[src/design/mrrx_pkg.sv]
// shared types, constants and the crc byte update for the modbus rtu request receiver
package mrrx_pkg;

   // frame store size and derived limits
   localparam int FRAME_BYTES_DEFAULT = 64;
   localparam int CNT_W               = 10;  // wide enough for 6 + 2 * 255
   localparam int QDEPTH              = 2;

   // register reset values
   localparam logic [7:0]  SLAVE_ID_RESET    = 8'd1;
   localparam logic [9:0]  TICK_PERIOD_RESET = 10'd100;
   localparam logic [15:0] GAP_LIMIT_RESET   = 16'd911;
   localparam logic [15:0] IDLE_RESET_RESET  = 16'd1000;

   // register indexes on the csr port
   localparam logic [1:0] CSR_SLAVE_ID    = 2'd0;
   localparam logic [1:0] CSR_TICK_PERIOD = 2'd1;
   localparam logic [1:0] CSR_GAP_LIMIT   = 2'd2;
   localparam logic [1:0] CSR_IDLE_RESET  = 2'd3;

   // protocol constants
   localparam logic [7:0]  BROADCAST_ID      = 8'd255;
   localparam logic [7:0]  FC_READ_HOLDING   = 8'd3;
   localparam logic [7:0]  FC_READ_INPUT     = 8'd4;
   localparam logic [7:0]  FC_WRITE_MULTIPLE = 8'd16;
   localparam logic [15:0] CRC_INIT          = 16'hFFFF;
   localparam logic [15:0] CRC_POLY          = 16'hA001;

   // byte positions within a frame
   localparam int POS_START_HI   = 2;
   localparam int POS_START_LO   = 3;
   localparam int POS_QTY_HI     = 4;
   localparam int POS_QTY_LO     = 5;
   localparam int POS_BYTE_COUNT = 6;
   localparam int POS_FIRST_DATA = 7;

   // input opcodes
   localparam logic OP_TICK = 1'b0;
   localparam logic OP_BYTE = 1'b1;

   typedef enum logic [2:0] {
      PH_IDLE, PH_FUN, PH_ADDNUM, PH_BYTECNT, PH_DATA, PH_CHKLO, PH_CHKHI, PH_WAIT
   } phase_type;

   typedef enum logic [1:0] {
      F_TAKE, F_MUL, F_EXEC
   } front_state_type;

   typedef enum logic [1:0] {
      B_IDLE, B_HEAD, B_READ, B_DATA
   } back_state_type;

   typedef struct packed {
      logic [7:0]  slave_id;
      logic [9:0]  tick_period_us;
      logic [15:0] gap_limit_us;
      logic [15:0] idle_reset_ticks;
   } cfg_type;

   // header of one finished frame, as queued for the back end
   typedef struct packed {
      logic        frame_status;
      logic        is_broadcast;
      logic [4:0]  function_code;
      logic [15:0] start_address;
      logic [15:0] quantity;
      logic [7:0]  byte_count;
      logic        has_data;
   } hdr_type;

   // back-pressure seen by the front end
   typedef struct packed {
      logic q_empty;
      logic q_full;
      logic back_busy;
   } flow_type;

   // crc-16/modbus over one byte, reflected
   function automatic logic [15:0] crc_byte(input logic [15:0] crc, input logic [7:0] b);
      logic [15:0] c;
      c = crc ^ {8'd0, b};
      for (int k = 0; k < 8; k++) begin
         c = c[0] ? ((c >> 1) ^ CRC_POLY) : (c >> 1);
      end
      return c;
   endfunction

endpackage

[src/design/mrrx_ram.sv]
// generic single write port ram with registered read
module mrrx_ram #(
   parameter int WIDTH = 8,
   parameter int DEPTH = 64,
   localparam int AW   = $clog2(DEPTH)
) (
   input  logic             clock,
   input  logic             wr_en,
   input  logic [AW-1:0]    wr_addr,
   input  logic [WIDTH-1:0] wr_data,
   input  logic             rd_en,
   input  logic [AW-1:0]    rd_addr,
   output logic [WIDTH-1:0] rd_data
);

   logic [WIDTH-1:0] mem [DEPTH];
   logic [WIDTH-1:0] rd_data_ff;

   always_ff @(posedge clock) begin
      if (wr_en) begin
         mem[wr_addr] <= wr_data;
      end
      if (rd_en) begin
         rd_data_ff <= mem[rd_addr];
      end
   end

   assign rd_data = rd_data_ff;

endmodule

[src/design/mrrx_front.sv]
// front end: takes bytes and ticks, runs the receive phases, fills the store, queues headers
module mrrx_front #(
   parameter int FRAME_BYTES = 64,
   localparam int IDX_W      = $clog2(FRAME_BYTES)
) (
   input  logic               clock,
   input  logic               reset,
   input  logic               req_valid,
   output logic               req_ready,
   input  logic               req_opcode,
   input  logic [7:0]         req_rx_byte,
   input  mrrx_pkg::cfg_type  cfg,
   input  mrrx_pkg::flow_type flow,
   output logic               push,
   output mrrx_pkg::hdr_type  push_hdr,
   output logic [IDX_W-1:0]   push_last,
   output logic               ram_we,
   output logic [IDX_W-1:0]   ram_waddr,
   output logic [7:0]         ram_wdata
);
   import mrrx_pkg::*;

   localparam logic [CNT_W-1:0] BC_MAX   = CNT_W'(FRAME_BYTES - 6);
   localparam logic [CNT_W-1:0] LAST_MAX = CNT_W'(FRAME_BYTES - 3);

   front_state_type state_ff, state_in;
   phase_type       phase_ff, phase_in;

   logic             op_ff, op_in;
   logic [7:0]       byte_ff, byte_in;
   logic [25:0]      silence_us_ff, silence_us_in;
   logic [IDX_W-1:0] idx_ff, idx_in;
   logic [IDX_W-1:0] last_ff, last_in;
   logic [15:0]      silent_ff, silent_in;
   logic             pending_ff, pending_in;
   logic [15:0]      crc_ff, crc_in;
   logic             bcast_ff, bcast_in;
   logic [4:0]       fc_ff, fc_in;
   logic [15:0]      start_ff, start_in;
   logic [15:0]      qty_ff, qty_in;
   logic [7:0]       bc_ff, bc_in;
   logic [7:0]       got_lo_ff, got_lo_in;
   logic [7:0]       got_hi_ff, got_hi_in;

   logic             accept;
   logic [IDX_W-1:0] idx_next;
   logic [CNT_W-1:0] data_end;
   logic [CNT_W-1:0] data_end_min;
   logic [15:0]      crc_next;
   logic             is_write;
   logic             emit;

   assign accept   = req_valid && req_ready;
   assign idx_next = idx_ff + 1'b1;
   assign crc_next = crc_byte(crc_ff, byte_ff);
   assign is_write = (fc_ff == FC_WRITE_MULTIPLE[4:0]);
   assign data_end = CNT_W'(POS_BYTE_COUNT) + {1'b0, qty_ff[7:0], 1'b0};
   assign data_end_min = (data_end < CNT_W'(POS_FIRST_DATA)) ? CNT_W'(POS_FIRST_DATA)
                                                               : data_end;
   assign emit     = pending_ff && (silence_us_ff > 26'(cfg.gap_limit_us));

   // next state
   always_comb begin
      state_in = state_ff;
      case (state_ff)
         F_TAKE:  if (accept) state_in = F_MUL;
         F_MUL:   state_in = F_EXEC;
         F_EXEC:  state_in = F_TAKE;
         default: state_in = F_TAKE;
      endcase
   end

   // ready: a tick needs room in the queue, a byte needs the store free of readers
   always_comb begin
      req_ready = 1'b0;
      case (state_ff)
         F_TAKE: begin
            if (req_opcode == OP_TICK) begin
               req_ready = !flow.q_full;
            end else begin
               req_ready = flow.q_empty && !flow.back_busy;
            end
         end
         default: req_ready = 1'b0;
      endcase
   end

   // item execution
   always_comb begin
      op_in         = op_ff;
      byte_in       = byte_ff;
      silence_us_in = silence_us_ff;
      phase_in      = phase_ff;
      idx_in        = idx_ff;
      last_in       = last_ff;
      silent_in     = silent_ff;
      pending_in    = pending_ff;
      crc_in        = crc_ff;
      bcast_in      = bcast_ff;
      fc_in         = fc_ff;
      start_in      = start_ff;
      qty_in        = qty_ff;
      bc_in         = bc_ff;
      got_lo_in     = got_lo_ff;
      got_hi_in     = got_hi_ff;
      ram_we        = 1'b0;
      ram_waddr     = idx_next;
      ram_wdata     = byte_ff;
      push          = 1'b0;

      if (accept) begin
         op_in   = req_opcode;
         byte_in = req_rx_byte;
      end

      // silence in microseconds, registered ahead of the compare
      if (state_ff == F_MUL) begin
         silence_us_in = silent_ff * cfg.tick_period_us;
      end

      if (state_ff == F_EXEC) begin
         if (op_ff == OP_TICK) begin
            if (emit) begin
               push       = 1'b1;
               pending_in = 1'b0;
               phase_in   = PH_IDLE;
            end
            if ({1'b0, silent_ff} + 17'd1 > {1'b0, cfg.idle_reset_ticks}) begin
               silent_in  = '0;
               phase_in   = PH_IDLE;
               pending_in = 1'b0;
            end else begin
               silent_in = silent_ff + 16'd1;
            end
         end else begin
            silent_in = '0;
            case (phase_ff)
               PH_IDLE: begin
                  if (byte_ff == cfg.slave_id || byte_ff == BROADCAST_ID) begin
                     idx_in    = '0;
                     ram_we    = 1'b1;
                     ram_waddr = '0;
                     bcast_in  = (byte_ff == BROADCAST_ID);
                     crc_in    = crc_byte(CRC_INIT, byte_ff);
                     phase_in  = PH_FUN;
                  end else begin
                     phase_in = PH_WAIT;
                  end
               end
               PH_FUN: begin
                  if (byte_ff inside {FC_READ_HOLDING, FC_READ_INPUT, FC_WRITE_MULTIPLE}) begin
                     idx_in   = idx_next;
                     ram_we   = 1'b1;
                     fc_in    = byte_ff[4:0];
                     crc_in   = crc_next;
                     phase_in = PH_ADDNUM;
                  end else begin
                     phase_in = PH_WAIT;
                  end
               end
               PH_ADDNUM: begin
                  idx_in = idx_next;
                  ram_we = 1'b1;
                  crc_in = crc_next;
                  if (idx_next == IDX_W'(POS_START_HI)) start_in[15:8] = byte_ff;
                  if (idx_next == IDX_W'(POS_START_LO)) start_in[7:0]  = byte_ff;
                  if (idx_next == IDX_W'(POS_QTY_HI))   qty_in[15:8]   = byte_ff;
                  if (idx_next == IDX_W'(POS_QTY_LO))   qty_in[7:0]    = byte_ff;
                  if (idx_next >= IDX_W'(POS_QTY_LO)) begin
                     if (is_write) begin
                        phase_in = PH_BYTECNT;
                     end else begin
                        last_in  = IDX_W'(POS_QTY_LO);
                        phase_in = PH_CHKLO;
                     end
                  end
               end
               PH_BYTECNT: begin
                  if ({2'b00, byte_ff} > BC_MAX || data_end_min > LAST_MAX) begin
                     phase_in = PH_WAIT;
                  end else begin
                     idx_in   = idx_next;
                     ram_we   = 1'b1;
                     bc_in    = byte_ff;
                     crc_in   = crc_next;
                     phase_in = PH_DATA;
                  end
               end
               PH_DATA: begin
                  idx_in = idx_next;
                  ram_we = 1'b1;
                  crc_in = crc_next;
                  if (CNT_W'(idx_next) >= data_end || CNT_W'(idx_next) >= LAST_MAX) begin
                     last_in  = idx_next;
                     phase_in = PH_CHKLO;
                  end
               end
               PH_CHKLO: begin
                  idx_in    = idx_next;
                  ram_we    = 1'b1;
                  got_lo_in = byte_ff;
                  phase_in  = PH_CHKHI;
               end
               PH_CHKHI: begin
                  idx_in     = idx_next;
                  ram_we     = 1'b1;
                  got_hi_in  = byte_ff;
                  pending_in = 1'b1;
                  phase_in   = PH_WAIT;
               end
               default: begin
                  phase_in = phase_ff;
               end
            endcase
         end
      end
   end

   // header as handed to the queue
   always_comb begin
      push_hdr.frame_status  = ({got_hi_ff, got_lo_ff} != crc_ff);
      push_hdr.is_broadcast  = bcast_ff;
      push_hdr.function_code = fc_ff;
      push_hdr.start_address = start_ff;
      push_hdr.quantity      = qty_ff;
      push_hdr.byte_count    = is_write ? bc_ff : 8'd0;
      push_hdr.has_data      = is_write && (last_ff > IDX_W'(POS_BYTE_COUNT));
      push_last              = last_ff;
   end

   // control registers
   always_ff @(posedge clock) begin
      if (reset) begin
         state_ff   <= F_TAKE;
         phase_ff   <= PH_IDLE;
         idx_ff     <= '0;
         last_ff    <= '0;
         silent_ff  <= '0;
         pending_ff <= 1'b0;
      end else begin
         state_ff   <= state_in;
         phase_ff   <= phase_in;
         idx_ff     <= idx_in;
         last_ff    <= last_in;
         silent_ff  <= silent_in;
         pending_ff <= pending_in;
      end
   end

   // payload registers
   always_ff @(posedge clock) begin
      op_ff         <= op_in;
      byte_ff       <= byte_in;
      silence_us_ff <= silence_us_in;
      crc_ff        <= crc_in;
      bcast_ff      <= bcast_in;
      fc_ff         <= fc_in;
      start_ff      <= start_in;
      qty_ff        <= qty_in;
      bc_ff         <= bc_in;
      got_lo_ff     <= got_lo_in;
      got_hi_ff     <= got_hi_in;
   end

endmodule

[src/design/mrrx_queue.sv]
// short queue of frame headers between front and back end
module mrrx_queue #(
   parameter int FRAME_BYTES = 64,
   localparam int IDX_W      = $clog2(FRAME_BYTES)
) (
   input  logic              clock,
   input  logic              reset,
   input  logic              push,
   input  mrrx_pkg::hdr_type push_hdr,
   input  logic [IDX_W-1:0]  push_last,
   input  logic              pop,
   output mrrx_pkg::hdr_type pop_hdr,
   output logic [IDX_W-1:0]  pop_last,
   output logic              empty,
   output logic              full
);
   import mrrx_pkg::*;

   localparam int PTR_W = $clog2(QDEPTH);

   hdr_type          hdr_ff  [QDEPTH];
   logic [IDX_W-1:0] last_ff [QDEPTH];
   logic [PTR_W-1:0] wr_ptr_ff, wr_ptr_in;
   logic [PTR_W-1:0] rd_ptr_ff, rd_ptr_in;
   logic [PTR_W:0]   count_ff, count_in;
   logic             do_push;
   logic             do_pop;

   assign empty   = (count_ff == '0);
   assign full    = (count_ff == (PTR_W + 1)'(QDEPTH));
   assign do_push = push && !full;
   assign do_pop  = pop && !empty;
   assign pop_hdr  = hdr_ff[rd_ptr_ff];
   assign pop_last = last_ff[rd_ptr_ff];

   // pointer and fill count
   always_comb begin
      wr_ptr_in = wr_ptr_ff;
      rd_ptr_in = rd_ptr_ff;
      count_in  = count_ff;
      if (do_push) begin
         wr_ptr_in = (wr_ptr_ff == PTR_W'(QDEPTH - 1)) ? '0 : wr_ptr_ff + 1'b1;
      end
      if (do_pop) begin
         rd_ptr_in = (rd_ptr_ff == PTR_W'(QDEPTH - 1)) ? '0 : rd_ptr_ff + 1'b1;
      end
      if (do_push && !do_pop) begin
         count_in = count_ff + 1'b1;
      end else if (do_pop && !do_push) begin
         count_in = count_ff - 1'b1;
      end
   end

   always_ff @(posedge clock) begin
      if (reset) begin
         wr_ptr_ff <= '0;
         rd_ptr_ff <= '0;
         count_ff  <= '0;
      end else begin
         wr_ptr_ff <= wr_ptr_in;
         rd_ptr_ff <= rd_ptr_in;
         count_ff  <= count_in;
      end
   end

   // entry storage
   always_ff @(posedge clock) begin
      if (do_push) begin
         hdr_ff[wr_ptr_ff]  <= push_hdr;
         last_ff[wr_ptr_ff] <= push_last;
      end
   end

endmodule

[src/design/mrrx_back.sv]
// back end: sends the header, then walks the store for the write data bytes
module mrrx_back #(
   parameter int FRAME_BYTES = 64,
   localparam int IDX_W      = $clog2(FRAME_BYTES)
) (
   input  logic              clock,
   input  logic              reset,
   input  logic              q_empty,
   input  mrrx_pkg::hdr_type q_hdr,
   input  logic [IDX_W-1:0]  q_last,
   output logic              pop,
   output logic              busy,
   output logic              ram_re,
   output logic [IDX_W-1:0]  ram_raddr,
   input  logic [7:0]        ram_rdata,
   output logic              rsp_valid,
   input  logic              rsp_ready,
   output logic              rsp_item_kind,
   output logic              rsp_frame_status,
   output logic              rsp_is_broadcast,
   output logic [4:0]        rsp_function_code,
   output logic [15:0]       rsp_start_address,
   output logic [15:0]       rsp_quantity,
   output logic [7:0]        rsp_byte_count,
   output logic [7:0]        rsp_data_byte,
   output logic              rsp_last
);
   import mrrx_pkg::*;

   back_state_type   state_ff, state_in;
   hdr_type          hdr_ff, hdr_in;
   logic [IDX_W-1:0] last_ff, last_in;
   logic [IDX_W-1:0] addr_ff, addr_in;
   logic             transfer;
   logic             at_end;

   assign transfer = rsp_valid && rsp_ready;
   assign at_end   = (addr_ff == last_ff);

   // next state
   always_comb begin
      state_in = state_ff;
      case (state_ff)
         B_IDLE: if (!q_empty) state_in = B_HEAD;
         B_HEAD: if (transfer) state_in = hdr_ff.has_data ? B_READ : B_IDLE;
         B_READ: state_in = B_DATA;
         B_DATA: if (transfer) state_in = at_end ? B_IDLE : B_READ;
         default: state_in = B_IDLE;
      endcase
   end

   // outputs and store reads
   always_comb begin
      hdr_in    = hdr_ff;
      last_in   = last_ff;
      addr_in   = addr_ff;
      pop       = 1'b0;
      ram_re    = 1'b0;
      ram_raddr = addr_ff;
      busy      = (state_ff != B_IDLE);

      rsp_valid         = 1'b0;
      rsp_item_kind     = 1'b0;
      rsp_frame_status  = 1'b0;
      rsp_is_broadcast  = 1'b0;
      rsp_function_code = '0;
      rsp_start_address = '0;
      rsp_quantity      = '0;
      rsp_byte_count    = '0;
      rsp_data_byte     = '0;
      rsp_last          = 1'b0;

      case (state_ff)
         B_IDLE: begin
            if (!q_empty) begin
               pop     = 1'b1;
               hdr_in  = q_hdr;
               last_in = q_last;
            end
         end
         B_HEAD: begin
            rsp_valid         = 1'b1;
            rsp_frame_status  = hdr_ff.frame_status;
            rsp_is_broadcast  = hdr_ff.is_broadcast;
            rsp_function_code = hdr_ff.function_code;
            rsp_start_address = hdr_ff.start_address;
            rsp_quantity      = hdr_ff.quantity;
            rsp_byte_count    = hdr_ff.byte_count;
            rsp_last          = !hdr_ff.has_data;
            if (transfer && hdr_ff.has_data) begin
               ram_re    = 1'b1;
               ram_raddr = IDX_W'(POS_FIRST_DATA);
               addr_in   = IDX_W'(POS_FIRST_DATA);
            end
         end
         B_READ: begin
            rsp_valid = 1'b0;
         end
         B_DATA: begin
            rsp_valid     = 1'b1;
            rsp_item_kind = 1'b1;
            rsp_data_byte = ram_rdata;
            rsp_last      = at_end;
            if (transfer && !at_end) begin
               ram_re    = 1'b1;
               ram_raddr = addr_ff + 1'b1;
               addr_in   = addr_ff + 1'b1;
            end
         end
         default: begin
            rsp_valid = 1'b0;
         end
      endcase
   end

   always_ff @(posedge clock) begin
      if (reset) begin
         state_ff <= B_IDLE;
      end else begin
         state_ff <= state_in;
      end
   end

   always_ff @(posedge clock) begin
      hdr_ff  <= hdr_in;
      last_ff <= last_in;
      addr_ff <= addr_in;
   end

endmodule

[src/design/modbus_rtu_request_receiver.sv]
// top level of the modbus rtu request receiver: registers, front, queue, back and frame store
//
//  channel  ports        direction  moves
//  req      req_*        in         one tick (opcode 0) or one received byte (opcode 1)
//  rsp      rsp_*        out        frame header, then the write data bytes of the frame
//  csr      csr_*        in         register write, index and data, taken at once
//
// The front end handles a byte or tick in order: accept, silence multiply, phase update.
// A header is queued when its tick is executed and is sent once the back end pops it; each
// data byte then needs a store read (B_READ) and a transfer on rsp (B_DATA), which may stall.
// Bytes are held off while a frame is queued or draining, since they share the store;
// ticks only wait for queue space. Reset is synchronous and needs no clearing pass.
module modbus_rtu_request_receiver #(
   parameter int FRAME_BYTES = mrrx_pkg::FRAME_BYTES_DEFAULT
) (
   input  logic        clock,
   input  logic        reset,
   input  logic        req_valid,
   output logic        req_ready,
   input  logic        req_opcode,
   input  logic [7:0]  req_rx_byte,
   output logic        rsp_valid,
   input  logic        rsp_ready,
   output logic        rsp_item_kind,
   output logic        rsp_frame_status,
   output logic        rsp_is_broadcast,
   output logic [4:0]  rsp_function_code,
   output logic [15:0] rsp_start_address,
   output logic [15:0] rsp_quantity,
   output logic [7:0]  rsp_byte_count,
   output logic [7:0]  rsp_data_byte,
   output logic        rsp_last,
   input  logic        csr_wr_en,
   input  logic [1:0]  csr_index,
   input  logic [15:0] csr_wdata
);
   import mrrx_pkg::*;

   localparam int IDX_W = $clog2(FRAME_BYTES);

   cfg_type          cfg_ff, cfg_in;
   flow_type         flow;
   logic             push;
   hdr_type          push_hdr;
   logic [IDX_W-1:0] push_last;
   logic             pop;
   hdr_type          pop_hdr;
   logic [IDX_W-1:0] pop_last;
   logic             q_empty;
   logic             q_full;
   logic             back_busy;
   logic             ram_we;
   logic [IDX_W-1:0] ram_waddr;
   logic [7:0]       ram_wdata;
   logic             ram_re;
   logic [IDX_W-1:0] ram_raddr;
   logic [7:0]       ram_rdata;

   // configuration registers
   always_comb begin
      cfg_in = cfg_ff;
      if (csr_wr_en) begin
         case (csr_index)
            CSR_SLAVE_ID:    cfg_in.slave_id         = csr_wdata[7:0];
            CSR_TICK_PERIOD: cfg_in.tick_period_us   = csr_wdata[9:0];
            CSR_GAP_LIMIT:   cfg_in.gap_limit_us     = csr_wdata;
            CSR_IDLE_RESET:  cfg_in.idle_reset_ticks = csr_wdata;
            default:         cfg_in = cfg_ff;
         endcase
      end
   end

   always_ff @(posedge clock) begin
      if (reset) begin
         cfg_ff.slave_id         <= SLAVE_ID_RESET;
         cfg_ff.tick_period_us   <= TICK_PERIOD_RESET;
         cfg_ff.gap_limit_us     <= GAP_LIMIT_RESET;
         cfg_ff.idle_reset_ticks <= IDLE_RESET_RESET;
      end else begin
         cfg_ff <= cfg_in;
      end
   end

   // back-pressure towards the front end
   assign flow.q_empty   = q_empty;
   assign flow.q_full    = q_full;
   assign flow.back_busy = back_busy;

   mrrx_front #(.FRAME_BYTES(FRAME_BYTES)) u_front (
      .clock       (clock),
      .reset       (reset),
      .req_valid   (req_valid),
      .req_ready   (req_ready),
      .req_opcode  (req_opcode),
      .req_rx_byte (req_rx_byte),
      .cfg         (cfg_ff),
      .flow        (flow),
      .push        (push),
      .push_hdr    (push_hdr),
      .push_last   (push_last),
      .ram_we      (ram_we),
      .ram_waddr   (ram_waddr),
      .ram_wdata   (ram_wdata)
   );

   mrrx_queue #(.FRAME_BYTES(FRAME_BYTES)) u_queue (
      .clock     (clock),
      .reset     (reset),
      .push      (push),
      .push_hdr  (push_hdr),
      .push_last (push_last),
      .pop       (pop),
      .pop_hdr   (pop_hdr),
      .pop_last  (pop_last),
      .empty     (q_empty),
      .full      (q_full)
   );

   mrrx_ram #(.WIDTH(8), .DEPTH(FRAME_BYTES)) u_store (
      .clock   (clock),
      .wr_en   (ram_we),
      .wr_addr (ram_waddr),
      .wr_data (ram_wdata),
      .rd_en   (ram_re),
      .rd_addr (ram_raddr),
      .rd_data (ram_rdata)
   );

   mrrx_back #(.FRAME_BYTES(FRAME_BYTES)) u_back (
      .clock             (clock),
      .reset             (reset),
      .q_empty           (q_empty),
      .q_hdr             (pop_hdr),
      .q_last            (pop_last),
      .pop               (pop),
      .busy              (back_busy),
      .ram_re            (ram_re),
      .ram_raddr         (ram_raddr),
      .ram_rdata         (ram_rdata),
      .rsp_valid         (rsp_valid),
      .rsp_ready         (rsp_ready),
      .rsp_item_kind     (rsp_item_kind),
      .rsp_frame_status  (rsp_frame_status),
      .rsp_is_broadcast  (rsp_is_broadcast),
      .rsp_function_code (rsp_function_code),
      .rsp_start_address (rsp_start_address),
      .rsp_quantity      (rsp_quantity),
      .rsp_byte_count    (rsp_byte_count),
      .rsp_data_byte     (rsp_data_byte),
      .rsp_last          (rsp_last)
   );

   // a header is never offered to a full queue
   assert property (@(posedge clock) disable iff (reset) !(push && q_full))
      else $error("header pushed into a full queue");

   // the store is never written while the back end may be reading it
   assert property (@(posedge clock) disable iff (reset) !(ram_we && (back_busy || !q_empty)))
      else $error("frame store written during a drain");

   // the back end is idle right after the final transfer of a run
   assert property (@(posedge clock) disable iff (reset)
      (rsp_valid && rsp_ready && rsp_last) |=> !back_busy)
      else $error("back end still busy after the last transfer");

endmodule

[config.mk]
export PLATFORM = sky130hd
export DESIGN_NAME = modbus_rtu_request_receiver
export DESIGN_NICKNAME = d
export VERILOG_FILES = /design/src/design/mrrx_pkg.sv /design/src/design/mrrx_ram.sv /design/src/design/mrrx_front.sv /design/src/design/mrrx_queue.sv /design/src/design/mrrx_back.sv /design/src/design/modbus_rtu_request_receiver.sv
export SDC_FILE = /design/constraint.sdc
export NUM_CORES = 2
export LEC_CHECK = 0
export ABC_AREA = 1
export BUFFER_PORTS_ARGS = -buffer_cell sky130_fd_sc_hd__buf_4
export CORE_ASPECT_RATIO = 0.6
export CORE_MARGIN = 5
export CORE_UTILIZATION = 35
export CTS_BUF_LIST = sky130_fd_sc_hd__clkbuf_4 sky130_fd_sc_hd__clkbuf_8
export CTS_CLUSTER_DIAMETER = 80
export DETAILED_ROUTE_END_ITERATION = 8
export PLACE_DENSITY = 0.5
export SLEW_MARGIN = 10
export SYNTH_ARGS = -nofsm -noshare
export SYNTH_HDL_FRONTEND = slang
export SYNTH_SLANG_ARGS = --single-unit
[constraint.sdc]
create_clock -name clock -period 6.7 [get_ports clock]
set_clock_uncertainty 0.15 [all_clocks]
set_input_delay 1.005 -clock clock [delete_from_list [all_inputs] [get_ports clock]]
set_output_delay 1.005 -clock clock [all_outputs]
set_load 0.02 [all_outputs]
# Word level (Yosys, flattened, before mapping)
# Memory sizes are Yosys's and may differ from the RTL's. A register that Yosys moved wholly into a read port is not among the register bits.
# Cells that the tools add are included.
totals:
  reg_bits: 209
  latchBits: 0
  ramBits: 620
  romBits: 0
  in_bits: 32
  output_inout_bits: 59
  word_cells: 262
  mem_count: 3
memory_table:
  columns: ["name", "depth", "word_bits", "read_ports", "rd_clocked_by_memory_dff", "write_ports", "line_no", "source"]
  rows:
  - ["u_store.mem", 64, 8, 1, 1, 1, "mrrx_ram.sv:16", "logic [WIDTH-1:0] mem [DEPTH];"]
  - ["u_queue.hdr_ff", 2, 48, 1, 1, 1, "mrrx_queue.sv:21", "hdr_type hdr_ff [QDEPTH];"]
  - ["u_queue.last_ff", 2, 6, 1, 1, 1, "mrrx_queue.sv:22", "logic [IDX_W-1:0] last_ff [QDEPTH];"]
op_classes:
  add_sub_neg: 9
  mul: 1
  n_div: 0
  order_cmp: 9
  n_eq_ne: 41
  shifts: 0
  n_mux: 95
  n_bitwise: 20
  n_reduce_logical: 56
ops:
  columns: ["operator", "n"]
  rows:
  - ["16-bit 2-to-1 mux", 23]
  - ["6-bit 2-to-1 mux", 12]
  - ["16-bit one-hot mux with 4 select lines", 1]
  - ["2-bit inverter with 3-bit output", 16]
  - ["1-bit 2-to-1 mux", 28]
  - ["4-bit AND reduction", 7]
  - ["26-bit by 16-bit > comparator with 1-bit output", 1]
  - ["16-bit by 10-bit multiplier with 26-bit output", 1]
  - ["3-bit 2-to-1 mux", 8]
  - ["8-bit 2-to-1 mux", 3]
  - ["6-bit one-hot mux with 2 select lines", 2]
  - ["6-bit one-hot mux with 4 select lines", 1]
  - ["3-bit one-hot mux with 7 select lines", 1]
  - ["2-bit 2-to-1 mux", 9]
  - ["6-bit AND reduction", 3]
  - ["16-bit by 1-bit adder with 17-bit output (second input constant)", 1]
  - ["17-bit by 16-bit > comparator with 1-bit output", 1]
  - ["16-bit by 1-bit adder with 16-bit output (second input constant)", 1]
  - ["16-bit != test", 1]
  - ["8-bit inverter with 16-bit output", 1]
  - ["16-bit by 8-bit XOR with 16-bit output", 1]
  - ["2-bit by 1-bit != test with 1-bit output (second input constant)", 7]
  - ["6-bit by 1-bit adder with 6-bit output (second input constant)", 2]
  - ["2-bit == test (second input constant)", 6]
  - ["47 further kinds", 94]

# Logic depth before layout (Yosys ltp)
depth:
  ltp_word: 19
  ltp_mapped: 24
  ltp_nobuf: 22

# Cells and area by module
# From an unflattened synthesis, not the netlist that was laid out.
unflattened:
  hier_cells: 4150
  hier_area_um2: 43565.5
modules_own_cells:
  columns: ["module", "n_inst", "cells_per_inst", "area_each_um2", "seq_area_each_um2"]
  rows:
  - ["mrrx_ram", 1, 1822, 21371.7, 15615.0]
  - ["mrrx_front", 1, 1556, 13142.6, 4073.9]
  - ["mrrx_queue", 1, 205, 4396.7, 3343.2]
  - ["mrrx_back", 1, 276, 2668.8, 1781.7]
  - ["modbus_rtu_request_receiver", 1, 291, 1985.7, 1001.0]

# Worst setup path before layout
# OpenSTA, ideal clock, no wires.
synth_timing:
  kind: "register to register"
  start: "reg cfg_ff[35] (netlist name)"
  end: "reg u_front.silence_us_ff[20] (data pin)"
  setup_time_ps: 262
  arrival_time_ps: 5303
  t_required_ps: 6288
  slack_ps: 984
  stages_incl_launch_ff: 25
  n_path_buf: 2
  period_less_slack_ps: 5716
  path_cell_list: "dfxtp_1 -> clkbuf_1 -> clkbuf_1 -> nand2_1 -> fa_1 -> inv_1 -> fa_1 -> inv_1 -> fa_1 -> inv_1 -> fa_1 -> inv_1 -> fa_1 -> inv_1 -> ha_1 -> nand2_1 -> nor2_1 -> nand2_1 -> nand2_1 -> a21oi_1 -> o21ai_0 -> a21boi_0 -> o21ai_0 -> a21oi_1 -> xor2_1"
synth_between:
  elab_chain_len: 1
synth_rtl:
  columns: ["item", "line_no", "source"]
  rows:
  - ["start: declaration", "modbus_rtu_request_receiver.sv:41", "cfg_type cfg_ff, cfg_in;"]
  - ["start signal: assignment", "modbus_rtu_request_receiver.sv:80", "cfg_ff <= cfg_in;"]
  - ["16-bit by 10-bit multiplier with 26-bit output", "mrrx_front.sv:118", "silence_us_in = silent_ff * cfg.tick_period_us;"]
  - ["end signal: assignment", "mrrx_front.sv:254", "silence_us_ff <= silence_us_in;"]
  - ["end: declaration", "mrrx_front.sv:31", "logic [25:0] silence_us_ff, silence_us_in;"]
# No other way between the ends.
# A chain may end at the register's enable or synchronous reset.

# Final worst setup path
layout_timing:
  start: "reg cfg_ff[38] (netlist name)"
  end: "reg u_front.silence_us_ff[20] (data pin)"
# The elaborated chain is that of the path after synthesis.

==> reports/summary.log <==
qor: synthesis.async_flop_share 0%
qor: run.maxCapViolations 0
qor: setup_path.r2r_setup_slk 0.63 ns
qor: clock_network.clock-root-buffer clkbuf_8
qor: synthesis.avgSynthCellArea 10.2 um2
qor: clock_network.post_cts_clock_slew_at_the_launch_and_capture_registers_of_the_worst_setup_and_hold_paths 0.07 ns
qor: setup_path.r2r-end u_front.silence_us_ff[20]$_DFFE_PN_
qor: global_routing.grt_overflow 0
qor: power_and_ir_drop.irDropWorstVdd 0.245 mV
qor: global_routing.number_of_antenna_violations_at_the_first_check_in_global_routing 4
qor: die.core_region_area 125,000 um2
qor: worst_hold_path.hold_path_depth 1
qor: finish.final_net_count 4,690
qor: die.io_pins 91
qor: setup_path.worst_r2r_path_depth 20
qor: timing.final_layout_setup_total_negative_slack 0 ns
qor: drt.drc_marker_count_from_the_first_detailed_route_iteration 2,874
qor: timing.max_freq 165 MHz
qor: power_and_ir_drop.fin_total_pwr 16.6 mW
qor: synthesis.synth_simple_gate_area_share 20.4%
qor: synthesis.synth_compound_gate_area_share 2.76%
qor: setup_path.critical_path.reg2reg.startpoint cfg_ff[38]$_SDFFE_PP1P_
qor: drt.routed_wire_length_per_instance 19.9 um
qor: timing.worst_slew_margin_rel 17.4%
qor: synthesis.synth.top_cell.area_share 54.1%
qor: synthesis.synth_top_cells_by_count nand2_1, edfxtp_1, inv_1
qor: synthesis.yosysMostFrequentCell nand2_1
qor: clock_network.cts_buffer_depth 3
qor: global_routing.global_route.usage.total 18.3%
qor: synthesis.ys_ff_latch 891
qor: synthesis.synth_area_leader_cell edfxtp_1
qor: setup_path.setup.worst_path.class reg2reg
qor: drt.dr.pass1.iters 5
qor: drt.route.vias.total 30,205
qor: synthesis.synth_area 44,100 um2
qor: global_routing.grt_pass1_vias 28,130
qor: worst_hold_path.holdPathEnd u_front.ram_wdata[3]$_DFFE_PP_
qor: clock_network.worst_skew_pair_later_pin_latency 0.89 ns
qor: place.dp.final_hpwl 78.8 mm
qor: setup_path.critical_path.startpoint_type flip-flop
qor: die.core.rowCount 100
qor: status.status completed
qor: place.port_buffers 90
qor: clock_network.cts-hold-fix-buffers 0
qor: setup_path.cp_data_required_time 7.15 ns
qor: setup_path.critPathMaxFanout 17
qor: drt.antenna_violating_nets_post_route 0
qor: die.floorplan.die.width 468 um
qor: synthesis.synth_top_family_by_area simple AND/OR/NAND/NOR gates
qor: synthesis.syn_inst 4,317
qor: timing.timing.final.hold_violations 0
qor: synthesis.post_synth_fa_ha_maj_area_fraction 8.39%
qor: synthesis.synth_cell_type_count 53
qor: synthesis.yosysWarnings 0
qor: worst_hold_path.worstHoldStart req_rx_byte[3]
qor: finish.final_util 39.9%
qor: timing.report.final.setup_viol 0
qor: synthesis.synthesis.nets 4,579
qor: die.initial_core_utilization 35.4%
qor: clock_network.post_cts.repair.setup_buffers 0
qor: drt.viasPerCell 4.85
qor: timing.timing.final.crit_share 90.5%
qor: finish.area_growth_syn_to_layout 12.7%
qor: timing.rsz0062_at_grt no
qor: power_and_ir_drop.power.leakage 21.0 nW
qor: synthesis.synth_enable_flop_cells 795
qor: synthesis.synth_sequential_area_ratio 58.4%
qor: worst_hold_path.hp-class in2reg
qor: synthesis.yosys.area_share.xor_xnor 1.61%
qor: timing.period_needed 6.07 ns
qor: die.die-height 285 um
qor: synthesis.synth_mux_area_share 0%
qor: clock_network.number_of_buffers_added_by_the_clock_tree_synthesis_step 143
qor: global_routing.global_route_wire_length_before_repair 185 mm
qor: place.gp_routability_congestion 0.852
qor: timing.slew_violations 0
qor: drt.finalWirelength 124 mm
qor: setup_path.setup.worst_path.end_class flip-flop
qor: clock_network.htree_num_levels 4
qor: setup_path.critical_path_arrival 6.51 ns
qor: finish.fraction_of_layout_cells_with_a_size_suffix_above_1 10.3%
qor: synthesis.leading_post_synthesis_cells_by_cell_area edfxtp_1, nand2_1, nand3_1
qor: synthesis.synth_top_flop_cell edfxtp_1
qor: clock_network.cts.sink_count 891
qor: timing.worst_pin_slew 1.23 ns
qor: timing.holdWs 0.160 ns
qor: die.fp.dieArea 134,000 um2
qor: clock_network.cts_resized 0
qor: drt.drc 0
qor: clock_network.tritoncts yes
qor: global_routing.grt_max_degree 94
qor: power_and_ir_drop.power_per_cell_area 333 nW/um2
-- worst max path at each step --
stage	from	endpoint	slack (ns)	depth (start not counted)
after CTS	cfg_ff[38]$_SDFFE_PP1P_	u_front.silence_us_ff[20]$_DFFE_PN_	0.62	20
after global placement	cfg_ff[38]$_SDFFE_PP1P_	u_front.silence_us_ff[20]$_DFFE_PN_	0.66	20
final	cfg_ff[38]$_SDFFE_PP1P_	u_front.silence_us_ff[20]$_DFFE_PN_	0.63	20
after detailed placement	cfg_ff[38]$_SDFFE_PP1P_	u_front.silence_us_ff[20]$_DFFE_PN_	0.69	20
after floorplan	cfg_ff[35]$_SDFFE_PP0P_	u_front.silence_us_ff[20]$_DFFE_PN_	0.98	24
after global routing	cfg_ff[38]$_SDFFE_PP1P_	u_front.silence_us_ff[20]$_DFFE_PN_	0.23	20
-- layout by cell type (no fill, tap or decap), types with 29 or more instances in the layout --
cell      synthesis  routed
ha_1            120     120
dfxtp_1          96      95
edfxtp_1        795     795
nand2_1         861     859
nand3b_1        178     178
xor2_1           50      50
clkbuf_4          0      59
a21oi_1          98      98
o21ai_0          78      78
buf_4            20     173
fa_1            110     110
nor3_1           43      35
inv_1           710     708
xnor2_1          31      31
clkinv_1          4      29
clkbuf_8          0     146
nor2_1          207     204
nand3_1         604     604
-- metal layers --
| layer | global-route usage [%] | up-vias | wire length, um |
|---|---|---|---|
| li1 | - | 14476 | - |
| met1 | 30.3 | 14631 | 64400 |
| met3 | 3.88 | 141 | 9420 |
| met2 | 23.6 | 957 | 48300 |
| met4 | 4.70 | 0 | 2130 |
| met5 | 0 | - | 0 |
-- metrics by stage --
| step | setup WS [ns] | area [um2] | std cells |
|---|---|---|---|
| detailed placement | 0.689 | 46700 | 5966 |
| global placement | 0.659 | 46700 | 5966 |
| global route | 0.226 | 49800 | 6226 |
| CTS | 0.624 | 49700 | 6225 |
| floorplan | 0.984 | 44100 | 4317 |
| finish | 0.634 | 49800 | 6227 |
-- power breakdown --
group / total, mW / switching (mW) / internal, mW
Clock: 5.03 / 2.34 / 2.68
Combinational: 4.83 / 3.58 / 1.24
Sequential: 6.74 / 0.158 / 6.58
Total: 16.6 / 6.08 / 10.5
-- cell families (layout without fill, tap and decap cells) --
| logic type | Yosys count | after routing |
|---|---|---|
| AO/OA/AOI/OAI | 221 | 221 |
| AND/OR/NAND/NOR | 1953 | 1953 |
| other | 0 | 2 |
| XOR/XNOR | 81 | 81 |
| buffers and inverters | 941 | 1166 |
| flip-flops | 891 | 891 |
| adder cells (fa/ha/maj) | 230 | 230 |
-- registers in the layout, indices dropped and copies added, names as in the netlist, 12 cells and up --
name,flops
u_front.crc_ff,16
u_queue.last_ff,12
cfg_ff,50
u_front.qty_ff,16
u_queue.hdr_ff,96
u_front.start_ff,16
u_store.mem,512
u_back.hdr_ff,48
u_front.silence_us_ff,26
u_front.silent_ff,16
-- worst max-delay path: stages (launching register included) --
cell      delay (ns)
dfxtp_1         0.73
nand2_1         0.18
fa_1            0.52
fa_1            0.50
inv_1           0.08
fa_1            0.53
fa_1            0.55
inv_1           0.05
fa_1            0.54
inv_1           0.04
ha_1            0.36
nand2_1         0.08
nand2_1         0.04
a31oi_1         0.21
nand2_1         0.12
a21oi_1         0.21
o21ai_0         0.16
a21boi_0        0.28
o21ai_0         0.18
a21oi_1         0.19
xor2_1          0.08
-- area by class of cell --
type                       count  area, um2
tap                         1683       2110
clock inverter                54        566
inverter                     732       2750
antenna                        2       5.00
multi-input combinational   2485      14800
sequential                   891      25800
clock buffer                 205       2450
fill                       12228      74900
timing repair buffer         175       1340
Note: power is estimated with default switching activity, not from simulation.
